## src/rtl/tcal_pkg.sv

```systemverilog
// Package for the TCP challenge-ACK limiter: event and reply codes, register map,
// reset values and the connection state / reply tables.
// No dependencies.
package tcal_pkg;

    localparam int DEF_TIME_WIDTH = 32;
    localparam int DEF_STAT_WIDTH = 32;

    localparam int NUM_STATES = 10;
    localparam int NUM_EVENTS = 6;

    localparam logic [2:0] EV_SYN   = 3'd0;
    localparam logic [2:0] EV_ACK   = 3'd1;
    localparam logic [2:0] EV_FIN   = 3'd2;
    localparam logic [2:0] EV_RST   = 3'd3;
    localparam logic [2:0] EV_DATA  = 3'd4;
    localparam logic [2:0] EV_CLOSE = 3'd5;

    localparam logic [2:0] RP_SILENT = 3'd0;
    localparam logic [2:0] RP_SYNACK = 3'd1;
    localparam logic [2:0] RP_ACK    = 3'd2;
    localparam logic [2:0] RP_RST    = 3'd3;
    localparam logic [2:0] RP_FINACK = 3'd4;

    localparam logic CMD_RESET = 1'b0;
    localparam logic CMD_EVENT = 1'b1;

    localparam logic [3:0] ST_LISTEN     = 4'd0;
    localparam logic [3:0] ST_CHAL_FIRST = 4'd2;
    localparam logic [3:0] ST_CHAL_LAST  = 4'd8;
    localparam logic [3:0] ST_LAST       = 4'd9;

    localparam int PADDR_WIDTH = 3;
    localparam logic REG_ACK_LIMIT  = 1'b0;
    localparam logic REG_WINDOW_LEN = 1'b1;

    localparam int LIMIT_WIDTH = 21;
    localparam logic [LIMIT_WIDTH-1:0] ACK_LIMIT_RST  = 21'd10;
    localparam logic [31:0]            WINDOW_LEN_RST = 32'd10000;

    typedef logic [3:0] t_state;
    typedef logic [2:0] t_code;

    localparam t_state NEXT_TAB [NUM_STATES][NUM_EVENTS] = '{
        '{4'd1, 4'd0, 4'd0, 4'd0, 4'd0, 4'd9},
        '{4'd1, 4'd2, 4'd3, 4'd0, 4'd1, 4'd5},
        '{4'd2, 4'd2, 4'd3, 4'd9, 4'd2, 4'd5},
        '{4'd3, 4'd3, 4'd3, 4'd9, 4'd3, 4'd4},
        '{4'd4, 4'd9, 4'd4, 4'd9, 4'd4, 4'd4},
        '{4'd5, 4'd6, 4'd7, 4'd9, 4'd5, 4'd5},
        '{4'd6, 4'd6, 4'd8, 4'd9, 4'd6, 4'd6},
        '{4'd7, 4'd8, 4'd7, 4'd9, 4'd7, 4'd7},
        '{4'd8, 4'd8, 4'd8, 4'd8, 4'd8, 4'd8},
        '{4'd9, 4'd9, 4'd9, 4'd9, 4'd9, 4'd9}
    };

    localparam t_code REPLY_TAB [NUM_STATES][NUM_EVENTS] = '{
        '{RP_SYNACK, RP_RST,    RP_SILENT, RP_SILENT, RP_RST,    RP_SILENT},
        '{RP_SILENT, RP_SILENT, RP_ACK,    RP_SILENT, RP_SILENT, RP_FINACK},
        '{RP_ACK,    RP_SILENT, RP_ACK,    RP_SILENT, RP_ACK,    RP_FINACK},
        '{RP_ACK,    RP_SILENT, RP_ACK,    RP_SILENT, RP_ACK,    RP_FINACK},
        '{RP_ACK,    RP_SILENT, RP_ACK,    RP_SILENT, RP_SILENT, RP_SILENT},
        '{RP_ACK,    RP_SILENT, RP_ACK,    RP_SILENT, RP_ACK,    RP_SILENT},
        '{RP_ACK,    RP_SILENT, RP_ACK,    RP_SILENT, RP_ACK,    RP_SILENT},
        '{RP_ACK,    RP_SILENT, RP_ACK,    RP_SILENT, RP_SILENT, RP_SILENT},
        '{RP_ACK,    RP_SILENT, RP_ACK,    RP_SILENT, RP_SILENT, RP_SILENT},
        '{RP_RST,    RP_RST,    RP_RST,    RP_SILENT, RP_RST,    RP_SILENT}
    };

endpackage

```

## src/rtl/tcal_if.sv

```systemverilog
// Request and response channels of the TCP challenge-ACK limiter.
// Valid/ready handshake with payload; no dependencies.
interface tcal_req_if;
    logic        valid;
    logic        ready;
    logic        cmd;
    logic [2:0]  event_req;
    logic [31:0] time_now;

    modport source (output valid, cmd, event_req, time_now, input ready);
    modport sink (input valid, cmd, event_req, time_now, output ready);
endinterface

interface tcal_rsp_if;
    logic        valid;
    logic        ready;
    logic [2:0]  reply;
    logic [3:0]  conn_state;
    logic        was_suppressed;
    logic [31:0] granted_total;
    logic [31:0] suppressed_total;

    modport source (output valid, reply, conn_state, was_suppressed, granted_total,
                    suppressed_total, input ready);
    modport sink (input valid, reply, conn_state, was_suppressed, granted_total,
                  suppressed_total, output ready);
endinterface

```

## src/rtl/tcp_endpoint_challenge_ack_limiter.sv

```systemverilog
// Top level of the TCP challenge-ACK limiter: connection state, window and totals.
// Depends on tcal_pkg and the channel interfaces in tcal_if.sv.
//
// One request per clock is taken; its response goes into the output or skid
// register. The state table lookup, the window compare and the counter updates
// all resolve in the acceptance cycle against the connection registers, so a
// request can follow in the very next cycle. Responses leave through a two-entry
// buffer (output register plus skid register): a request is still taken while one
// response waits, and ready drops only while both are held. Registers ack_limit
// (0x0) and window_len (0x4) are written over the APB port only while no request
// is in flight, which the block does not enforce; reads return the current values.
module tcp_endpoint_challenge_ack_limiter #(
    parameter int TIME_WIDTH = tcal_pkg::DEF_TIME_WIDTH,
    parameter int STAT_WIDTH = tcal_pkg::DEF_STAT_WIDTH
) (
    input  logic                              i_clk,
    input  logic                              i_rst_n,
    tcal_req_if.sink                          i_req,
    tcal_rsp_if.source                        o_rsp,
    input  logic                              psel,
    input  logic                              penable,
    input  logic                              pwrite,
    input  logic [tcal_pkg::PADDR_WIDTH-1:0]  paddr,
    input  logic [31:0]                       pwdata,
    output logic [31:0]                       prdata,
    output logic                              pready
);
    import tcal_pkg::*;

    localparam int CMP_WIDTH = (TIME_WIDTH > 32) ? TIME_WIDTH : 32;

    typedef struct packed {
        logic [2:0]  reply;
        logic [3:0]  conn_state;
        logic        was_suppressed;
        logic [31:0] granted_total;
        logic [31:0] suppressed_total;
    } t_rsp;

    logic [LIMIT_WIDTH-1:0] r_ack_limit;
    logic [31:0]            r_window_len;

    t_state                 r_state;
    logic [TIME_WIDTH-1:0]  r_window_start;
    logic                   r_window_open;
    logic [LIMIT_WIDTH-1:0] r_count;
    logic [STAT_WIDTH-1:0]  r_granted;
    logic [STAT_WIDTH-1:0]  r_suppressed;

    t_rsp r_out;
    t_rsp r_skid;
    logic r_out_valid;
    logic r_skid_valid;

    t_state                 n_state;
    logic [TIME_WIDTH-1:0]  n_window_start;
    logic                   n_window_open;
    logic [LIMIT_WIDTH-1:0] n_count;
    logic [STAT_WIDTH-1:0]  n_granted;
    logic [STAT_WIDTH-1:0]  n_suppressed;
    t_rsp                   n_rsp;

    logic                  acc;
    logic                  pop;
    logic                  cfg_wr;
    t_state                cur_s;
    logic [TIME_WIDTH-1:0] now_t;
    logic [TIME_WIDTH-1:0] elapsed;
    logic                  is_chal;
    logic                  open_new;
    logic                  grant;
    logic                  supp;
    t_code                 tab_reply;
    t_state                tab_next;

    assign acc    = i_req.valid && i_req.ready;
    assign pop    = r_out_valid && o_rsp.ready;
    assign cfg_wr = psel && penable && pwrite && pready;

    assign i_req.ready = !r_skid_valid;
    assign pready      = 1'b1;

    always_comb begin
        case (paddr[2])
            REG_ACK_LIMIT:  prdata = 32'(r_ack_limit);
            REG_WINDOW_LEN: prdata = r_window_len;
            default:        prdata = '0;
        endcase
    end

    always_ff @(posedge i_clk) begin
        if (!i_rst_n) begin
            r_ack_limit  <= ACK_LIMIT_RST;
            r_window_len <= WINDOW_LEN_RST;
        end else if (cfg_wr) begin
            case (paddr[2])
                REG_ACK_LIMIT:  r_ack_limit  <= pwdata[LIMIT_WIDTH-1:0];
                REG_WINDOW_LEN: r_window_len <= pwdata;
                default:        r_ack_limit  <= r_ack_limit;
            endcase
        end
    end

    assign cur_s     = (r_state <= ST_LAST) ? r_state : ST_LISTEN;
    assign now_t     = TIME_WIDTH'(i_req.time_now);
    assign elapsed   = now_t - r_window_start;
    assign tab_next  = (i_req.event_req < 3'(NUM_EVENTS))
                       ? NEXT_TAB[cur_s][i_req.event_req] : cur_s;
    assign tab_reply = (i_req.event_req < 3'(NUM_EVENTS))
                       ? REPLY_TAB[cur_s][i_req.event_req] : RP_SILENT;
    assign is_chal   = (i_req.cmd == CMD_EVENT) && (i_req.event_req == EV_SYN)
                       && (cur_s >= ST_CHAL_FIRST) && (cur_s <= ST_CHAL_LAST);
    assign open_new  = !r_window_open || (CMP_WIDTH'(elapsed) >= CMP_WIDTH'(r_window_len));
    assign grant     = is_chal && (open_new || (r_count < r_ack_limit));
    assign supp      = is_chal && !grant;

    always_comb begin
        n_state        = r_state;
        n_window_start = r_window_start;
        n_window_open  = r_window_open;
        n_count        = r_count;
        n_granted      = r_granted;
        n_suppressed   = r_suppressed;
        n_rsp.reply    = RP_SILENT;
        if (i_req.cmd == CMD_RESET) begin
            n_state        = ST_LISTEN;
            n_window_start = '0;
            n_window_open  = 1'b0;
            n_count        = '0;
        end else begin
            n_state     = tab_next;
            n_rsp.reply = supp ? RP_SILENT : tab_reply;
            if (grant) begin
                if (open_new) begin
                    n_window_start = now_t;
                    n_window_open  = 1'b1;
                    n_count        = LIMIT_WIDTH'(1);
                end else begin
                    n_count = r_count + LIMIT_WIDTH'(1);
                end
                if (r_granted != '1) begin
                    n_granted = r_granted + STAT_WIDTH'(1);
                end
            end
            if (supp && (r_suppressed != '1)) begin
                n_suppressed = r_suppressed + STAT_WIDTH'(1);
            end
        end
        n_rsp.conn_state       = n_state;
        n_rsp.was_suppressed   = supp;
        n_rsp.granted_total    = 32'(n_granted);
        n_rsp.suppressed_total = 32'(n_suppressed);
    end

    always_ff @(posedge i_clk) begin
        if (!i_rst_n) begin
            r_state        <= ST_LISTEN;
            r_window_start <= '0;
            r_window_open  <= 1'b0;
            r_count        <= '0;
            r_granted      <= '0;
            r_suppressed   <= '0;
        end else if (acc) begin
            r_state        <= n_state;
            r_window_start <= n_window_start;
            r_window_open  <= n_window_open;
            r_count        <= n_count;
            r_granted      <= n_granted;
            r_suppressed   <= n_suppressed;
        end
    end

    always_ff @(posedge i_clk) begin
        if (!i_rst_n) begin
            r_out_valid  <= 1'b0;
            r_skid_valid <= 1'b0;
        end else if (!r_out_valid || pop) begin
            if (r_skid_valid) begin
                r_out        <= r_skid;
                r_out_valid  <= 1'b1;
                r_skid       <= n_rsp;
                r_skid_valid <= acc;
            end else begin
                r_out        <= n_rsp;
                r_out_valid  <= acc;
            end
        end else if (acc) begin
            r_skid       <= n_rsp;
            r_skid_valid <= 1'b1;
        end
    end

    assign o_rsp.valid            = r_out_valid;
    assign o_rsp.reply            = r_out.reply;
    assign o_rsp.conn_state       = r_out.conn_state;
    assign o_rsp.was_suppressed   = r_out.was_suppressed;
    assign o_rsp.granted_total    = r_out.granted_total;
    assign o_rsp.suppressed_total = r_out.suppressed_total;

    a_skid_behind_out: assert property (@(posedge i_clk) disable iff (!i_rst_n)
        r_skid_valid |-> r_out_valid)
        else $error("skid entry held with empty output register");

    a_supp_silent: assert property (@(posedge i_clk) disable iff (!i_rst_n)
        (o_rsp.valid && o_rsp.was_suppressed) |-> (o_rsp.reply == RP_SILENT))
        else $error("suppressed challenge carries a reply");

    a_state_range: assert property (@(posedge i_clk) disable iff (!i_rst_n)
        r_state <= ST_LAST)
        else $error("connection state out of range");

    a_cmd_reset: assert property (@(posedge i_clk) disable iff (!i_rst_n)
        (acc && (i_req.cmd == CMD_RESET)) |=> (!r_window_open && (r_state == ST_LISTEN)))
        else $error("command reset did not clear the connection");

    a_window_on_grant: assert property (@(posedge i_clk) disable iff (!i_rst_n)
        (acc && grant) |=> (r_window_open && (r_count != '0)))
        else $error("granted challenge left no open window");

endmodule

```

## src/flat_wrapper.sv

```systemverilog
// flat-port wrapper written by rule: the top's interface ports become plain ports
module tcp_endpoint_challenge_ack_limiter_flat import tcal_pkg::*;
#(
    parameter int TIME_WIDTH = tcal_pkg::DEF_TIME_WIDTH,
    parameter int STAT_WIDTH = tcal_pkg::DEF_STAT_WIDTH
)
  (i_clk, i_rst_n, psel, penable, pwrite, paddr, pwdata, prdata, pready, i_req_valid, i_req_cmd, i_req_event_req, i_req_time_now, i_req_ready, o_rsp_valid, o_rsp_reply, o_rsp_conn_state, o_rsp_was_suppressed, o_rsp_granted_total, o_rsp_suppressed_total, o_rsp_ready);
  tcal_req_if i_req_i ();
  tcal_rsp_if o_rsp_i ();
  input  logic i_clk;
  input  logic i_rst_n;
  input  logic psel;
  input  logic penable;
  input  logic pwrite;
  input  logic [tcal_pkg::PADDR_WIDTH-1:0] paddr;
  input  logic [31:0] pwdata;
  output logic [31:0] prdata;
  output logic pready;
  input wire logic [$bits(i_req_i.valid)-1:0] i_req_valid;
  input wire logic [$bits(i_req_i.cmd)-1:0] i_req_cmd;
  input wire logic [$bits(i_req_i.event_req)-1:0] i_req_event_req;
  input wire logic [$bits(i_req_i.time_now)-1:0] i_req_time_now;
  output wire logic [$bits(i_req_i.ready)-1:0] i_req_ready;
  output wire logic [$bits(o_rsp_i.valid)-1:0] o_rsp_valid;
  output wire logic [$bits(o_rsp_i.reply)-1:0] o_rsp_reply;
  output wire logic [$bits(o_rsp_i.conn_state)-1:0] o_rsp_conn_state;
  output wire logic [$bits(o_rsp_i.was_suppressed)-1:0] o_rsp_was_suppressed;
  output wire logic [$bits(o_rsp_i.granted_total)-1:0] o_rsp_granted_total;
  output wire logic [$bits(o_rsp_i.suppressed_total)-1:0] o_rsp_suppressed_total;
  input wire logic [$bits(o_rsp_i.ready)-1:0] o_rsp_ready;
  assign i_req_i.valid = i_req_valid;
  assign i_req_i.cmd = i_req_cmd;
  assign i_req_i.event_req = i_req_event_req;
  assign i_req_i.time_now = i_req_time_now;
  assign i_req_ready = i_req_i.ready;
  assign o_rsp_valid = o_rsp_i.valid;
  assign o_rsp_reply = o_rsp_i.reply;
  assign o_rsp_conn_state = o_rsp_i.conn_state;
  assign o_rsp_was_suppressed = o_rsp_i.was_suppressed;
  assign o_rsp_granted_total = o_rsp_i.granted_total;
  assign o_rsp_suppressed_total = o_rsp_i.suppressed_total;
  assign o_rsp_i.ready = o_rsp_ready;
  tcp_endpoint_challenge_ack_limiter #(.TIME_WIDTH(TIME_WIDTH), .STAT_WIDTH(STAT_WIDTH)) u_core (.i_clk(i_clk), .i_rst_n(i_rst_n), .i_req(i_req_i), .o_rsp(o_rsp_i), .psel(psel), .penable(penable), .pwrite(pwrite), .paddr(paddr), .pwdata(pwdata), .prdata(prdata), .pready(pready));
endmodule
```

## config.mk

```make
export PLATFORM = sky130hd
export DESIGN_NAME = tcp_endpoint_challenge_ack_limiter_flat
export DESIGN_NICKNAME = d
export VERILOG_FILES = /design/src/rtl/tcal_pkg.sv /design/src/rtl/tcal_if.sv /design/src/rtl/tcp_endpoint_challenge_ack_limiter.sv /design/src/flat_wrapper.sv
export SDC_FILE = /design/constraint.sdc
export NUM_CORES = 1
export LEC_CHECK = 0
export BUFFER_PORTS_ARGS = -buffer_cell sky130_fd_sc_hd__buf_2
export CAP_MARGIN = 15
export CORE_MARGIN = 3
export CORE_UTILIZATION = 45
export DETAILED_ROUTE_END_ITERATION = 7
export PLACE_DENSITY = 0.63
export SETUP_SLACK_MARGIN = 0.5
export SLEW_MARGIN = 40
export SYNTH_ARGS = -nofsm -noshare
export SYNTH_HDL_FRONTEND = slang
export SYNTH_SLANG_ARGS = --single-unit
```

## constraint.sdc

```tcl
create_clock -name i_clk -period 11.1 [get_ports i_clk]
set_clock_uncertainty 0.2 [all_clocks]
set_input_delay 1.11 -clock i_clk [delete_from_list [all_inputs] [get_ports i_clk]]
set_output_delay 1.11 -clock i_clk [all_outputs]
set_load 0.1 [all_outputs]
```

Word level (Yosys, flattened, before mapping)
Memories as Yosys holds them, arrays and structs flattened.
Index checks and enable logic that the tools add are counted.
W data, S select, Z words.
{"block": "totals", "inputBits": 78, "register_bits": 321, "word_cells": 106, "out_inout_bits": 107, "latch_bits": 0, "n_memories": 2, "mem_bits_ro": 672, "mem_bits_rw": 0}
{"block": "op_classes", "reduce_logical": 25, "n_eq_ne": 5, "mux": 39, "n_shift": 0, "bitwise": 3, "addsub": 4, "div_mod_pow": 0, "magnitude_cmp": 8, "multipliers": 0}
{"memory": "(name not given)", "words": 16, "word_bits": 24, "rd": 1, "rd_clocked_by_memory_dff": 0, "wr": 0, "line": "tcp_endpoint_challenge_ack_limiter.sv:108", "rtl": "? NEXT_TAB[cur_s][i_req.event_req] : cur_s;"}
{"memory": "(name not given)", "words": 16, "word_bits": 18, "rd": 1, "rd_clocked_by_memory_dff": 0, "wr": 0, "line": "tcp_endpoint_challenge_ack_limiter.sv:110", "rtl": "? REPLY_TAB[cur_s][i_req.event_req] : RP_SILENT;"}
{"op": "$mux W72", "n": 4}
{"op": "$mux W32", "n": 8}
{"op": "$add A32 B1 Y32 const B", "n": 2}
{"op": "$ne A32 B32 Y1 const B", "n": 2}
{"op": "$pmux W32 S2", "n": 1}
{"op": "$mux W21", "n": 3}
{"op": "$mux W24", "n": 2}
{"op": "$mux W18", "n": 2}
{"op": "$ge A32 B32 Y1", "n": 1}
{"op": "$sub A32 B32 Y32", "n": 1}
{"op": "$add A21 B1 Y21 const B", "n": 1}
{"op": "$lt A21 B21 Y1", "n": 1}
{"op": "$mux W4", "n": 5}
{"op": "$mux W3", "n": 5}
{"op": "$bmux W4 S3", "n": 1}
{"op": "$logic_and A1 B1 Y1", "n": 10}
{"op": "$bmux W3 S3", "n": 1}
{"op": "$le A4 B4 Y1 const B", "n": 2}
{"op": "$reduce_and A2 Y1", "n": 4}
{"op": "$mux W1", "n": 7}
{"op": "$ne A2 B1 Y1 const B", "n": 3}
{"op": "$reduce_and A3 Y1", "n": 2}
{"op": "$ge A5 B5 Y1 const B", "n": 1}
{"op": "$not A4 Y5", "n": 1}
{"op": "other kinds (9)", "n": 14}

Longest topological paths before layout
{"block": "depth", "word_depth": 14, "ltp_mapped": 27, "ltp_nobuf": 24}

Worst setup path after synthesis
Ideal clock, no wire load.
{"block": "synth_path", "path_kind": "input-to-reg", "from": "input i_req_valid", "to": "register u_core.r_skid[0] (netlist bit), enable pin", "setup_time_ns": 0.526, "n_path_buf": 3, "arrival_ns": 5.574, "t_required_ns": 10.374, "stages": 6, "setup_slack_ns": 4.800, "path_cell_list": "nor2b_1 -> clkbuf_1 -> clkbuf_1 -> clkbuf_1 -> nand2_1 -> a21oi_1"}
{"block": "synth_between", "elab_chain_len": 3}
{"element": "start: declaration", "line": "flat_wrapper.sv:19", "rtl": "input wire logic [$bits(i_req_i.valid)-1:0] i_req_valid;"}
{"element": "$logic_and A1 B1 Y1", "line": "tcp_endpoint_challenge_ack_limiter.sv:76", "rtl": "assign acc = i_req.valid && i_req.ready;"}
{"element": "$reduce_bool A2 Y1 (no source line)"}
{"element": "$reduce_and A3 Y1 (no source line)"}
{"element": "end signal: assignment", "line": "tcp_endpoint_challenge_ack_limiter.sv:181", "rtl": "r_skid <= n_rsp;"}
{"element": "end signal: assignment", "line": "tcp_endpoint_challenge_ack_limiter.sv:188", "rtl": "r_skid <= n_rsp;"}
{"element": "end: declaration", "line": "tcp_endpoint_challenge_ack_limiter.sv:51", "rtl": "t_rsp r_skid;"}
No other way between the ends.
A chain may end at the register's enable or synchronous reset.

==> flow_summary.toml <==
[floorplan]
dieWidth_um = 204
die-area_um2 = 41600
rows = 71
start_util_pct = 46.3
core_um2 = 38100
dieHeight_um = 204
io_pins = 185

[grt]
grt_pass1_wl_mm = 67.1
track_usage_pct = 19.6
grt_pass1_vias = 13200
grt_antenna_before_repair = 2
overflow = 0
grt_max_degree = 69

[pwr]
vdd_drop_max_mv = 0.0809
pwr_density_cell_nw_per_um2 = 142
power.share.combinational_pct = 12.2
switching_power_mw = 0.763
p_int_mw = 2.11
p_leak_nw = 7.88
seqPwrFrac_pct = 44.2
p_total_mw = 2.87
netSwitchingFraction_pct = 26.5
clkPwrFrac_pct = 43.7

[placement]
dp_hpwl_mm = 28.6
gp_congestion = 0.854
portBuffers = 181

[yosys]
synth.avg_cell_area_um2 = 9.70
synth_nets = 1990
synth-seq-cells = 321
synth_most_common_cell = "nand2_1"
syn-cell-area_um2 = 17600
ys_warn_count = 0
synth.distinct_cells = 87
synth_cells = 1819
ys.flop_type = "dfxtp_1"
async_flop_share_pct = 0
synth_largest_area_cell = "edfxtp_1"
synth_top_area_share_pct = 24.5
synth_edf_count = 144
synthTopCellsByCount = "231 x nand2_1, 177 x dfxtp_1, 144 x edfxtp_1"
ys_top_cells_by_area = "edfxtp_1 25%, dfxtp_1 20%, ha_1 6.5%"
synth_seq_area_share_pct = 44.6

[setup_path]
start_kind = "input pin"
worstPathMaxFanout = 30
r2r_cells = 24
crit_slowest_cell = "buf_4"
r2r-end = "u_core.o_rsp.suppressed_total[14]"
crit_buf_inv = 4
timing.rr.start = "u_core.r_window_start[0]"
cpLargestDelayFamily = "compound AO/OA/AOI/OAI gates"
worstPathArrival_ps = 7290
criticalPathCategory = "input pin to flip-flop"
rrSetupSlack_ps = 4300
cp.required_ps = 11190
slowest_delay_ps = 460
crit_path_end_kind = "flip-flop"
critPathLaunch = "i_req_time_now[0]"

[run_status]
status = "completed"

[sta]
setup_viol = 0
tightestPinTransition_ps = 798
grt_setup_unrepaired = "no"
fin_crit_ps = 7200
maxSlewViolCount = 0
relSlewSlack_pct = 46.8
setup_tns_ps = 0
max_freq_mhz = 139
finalHoldViolCount = 0
post-route-period-util_pct = 64.9

[detailed_routing]
drc_errors = 0
wirelength_mm = 41.2
drt_iter0_drc = 789
first_pass_iters = 5
ant_nets = 0
viasPerCell = 5.42
vias = 13600
drt-wirelength-per-cell_um = 16.5

[clocking]
cts_buffers = 38
cts_tree = "done"
clock_sinks = 321
cts_max_path_buffers = 3
clk_pin_slew_ps = 60
post-cts-setup-buffer-count = 0
clkLatencyLatePin_ps = 550
h-tree-depth = 2
cts_root_buffer = "clkbuf_16"
cts_resized = 0
ctsHoldBuffers = 0

[min_path]
hold_end = "u_core.r_window_len[30]"
hp-class = "flip-flop to flip-flop"
hold_depth = 2
min_from = "u_core.r_window_len[30]"

[cells_and_area]
layout-drive-gt1-share_pct = 20.7
layout.nets = 2132
syn_to_final_growth_pct = 14.8
nFillCells = 3498

[flow_run]
cap_violations = 0
## how the worst max path moves through the flow
stage,endpoint,depth (start not counted)
6_report,u_core.o_rsp.suppressed_total[14],26
3_5_place_dp,u_core.o_rsp.suppressed_total[14],26
2_1_floorplan,u_core.r_skid[0],6
3_3_place_gp,u_core.o_rsp.suppressed_total[14],26
5_1_grt,u_core.o_rsp.suppressed_total[14],25
4_1_cts,u_core.o_rsp.suppressed_total[14],25
## routing by layer
metal | part of all wire [%] | track usage, % | vias to the layer above
met5 | 0.017 | 0 | -
met3 | 5.7 | 3.38 | 62
li1 | - | - | 6775
met4 | 2.0 | 6.02 | 2
met1 | 46 | 26.2 | 6427
met2 | 47 | 32.8 | 294
## power groups by stage
| stage | Sequential, mW | Clock (mW) | Combinational [mW] |
|---|---|---|---|
| after detailed placement | 1.29 | 0 | 0.350 |
| final | 1.27 | 1.25 | 0.349 |
| after floorplan | 1.40 | 0 | 0.165 |
| after CTS | 1.27 | 1.29 | 0.352 |
| after global placement | 1.29 | 0 | 0.344 |
| after global routing | 1.27 | 1.33 | 0.376 |
## per-stage QoR
step | hold slack, ps | std cells | setup slack [ps] | util, % | instance area (um^2)
2_1_floorplan | 227 | 1819 | 4800 | - | 17600
3_3_place_gp | 237 | 2430 | 3340 | 49.6 | 18900
3_5_place_dp | 240 | 2432 | 3290 | 49.8 | 19000
4_1_cts | 254 | 2501 | 3880 | 53.1 | 20200
5_1_grt | 271 | 2502 | 3270 | 53.1 | 20200
6_report | 254 | 2502 | 3900 | 53.1 | 20200
## logic make-up (layout without fill, tap and decap cells)
| family | count (synthesis) | after routing | share of synthesized area [%] |
|---|---|---|---|
| flops | 321 | 321 | 44.6 |
| buf+inv | 213 | 384 | 4.98 |
| simple gates | 629 | 629 | 19.0 |
| other cells | 1 | 2 | 0.0213 |
| compound gates | 356 | 356 | 13.4 |
| fa+ha+maj | 93 | 93 | 6.64 |
| xor+xnor | 117 | 117 | 5.81 |
| mux | 89 | 89 | 5.52 |
## placed cells by master (no fill, tap or decap), drive strengths merged, types with 49 or more instances in the layout
cell type	count
inv	116
a21oi	133
xnor2	68
nor2	97
xor2	49
clkbuf	54
nand3	55
edfxtp	144
o21ai	64
dfxtp	177
nand2	231
ha	92
mux2	66
buf	199
## cell type report
class	instances	area [um^2]	share of cell area, %
clock inverter	15	130	0.643
timing repair buffer	199	1060	5.26
tap	511	639	3.16
clock buffer	54	1140	5.65
antenna	1	2.50	0.0124
multi-input combinational	1285	8960	44.3
inverter	116	437	2.16
sequential	321	7870	38.9
## worst reg2reg max path, cell delays in order (launching register included)
cell and delay (ps):
dfxtp_1 330, ha_1 160, inv_1 50, fa_1 420, a211o_1 270, o211ai_1 160, a211oi_1 190, nor3_1 380
o21ai_0 280, a221oi_1 360, a21oi_1 190, a21oi_1 280, o32ai_1 130, a31oi_1 180, ha_1 270, nor2b_1 130
o21ai_1 120, o2111ai_1 130, a21oi_2 190, o41a_2 290, nand3_2 460, buf_4 460, nor3_2 450, xor2_1 180
mux2_2 290
## flip-flops by register name (all words and copies together), names as in the netlist
register / flops
u_core.r_window_start: 32
u_core.r_window_len: 32
u_core.r_granted: 32
u_core.o_rsp.valid: 1
u_core.r_ack_limit: 21
u_core.r_window_open: 1
u_core.r_count: 21
u_core.r_skid: 72
u_core.r_state: 4
u_core.o_rsp.conn_state: 4
u_core.o_rsp.suppressed_total: 32
u_core.o_rsp.was_suppressed: 1
u_core.o_rsp.reply: 3
u_core.r_skid_valid: 1
u_core.r_suppressed: 32
u_core.o_rsp.granted_total: 32
(Power assumes the default switching activity.)
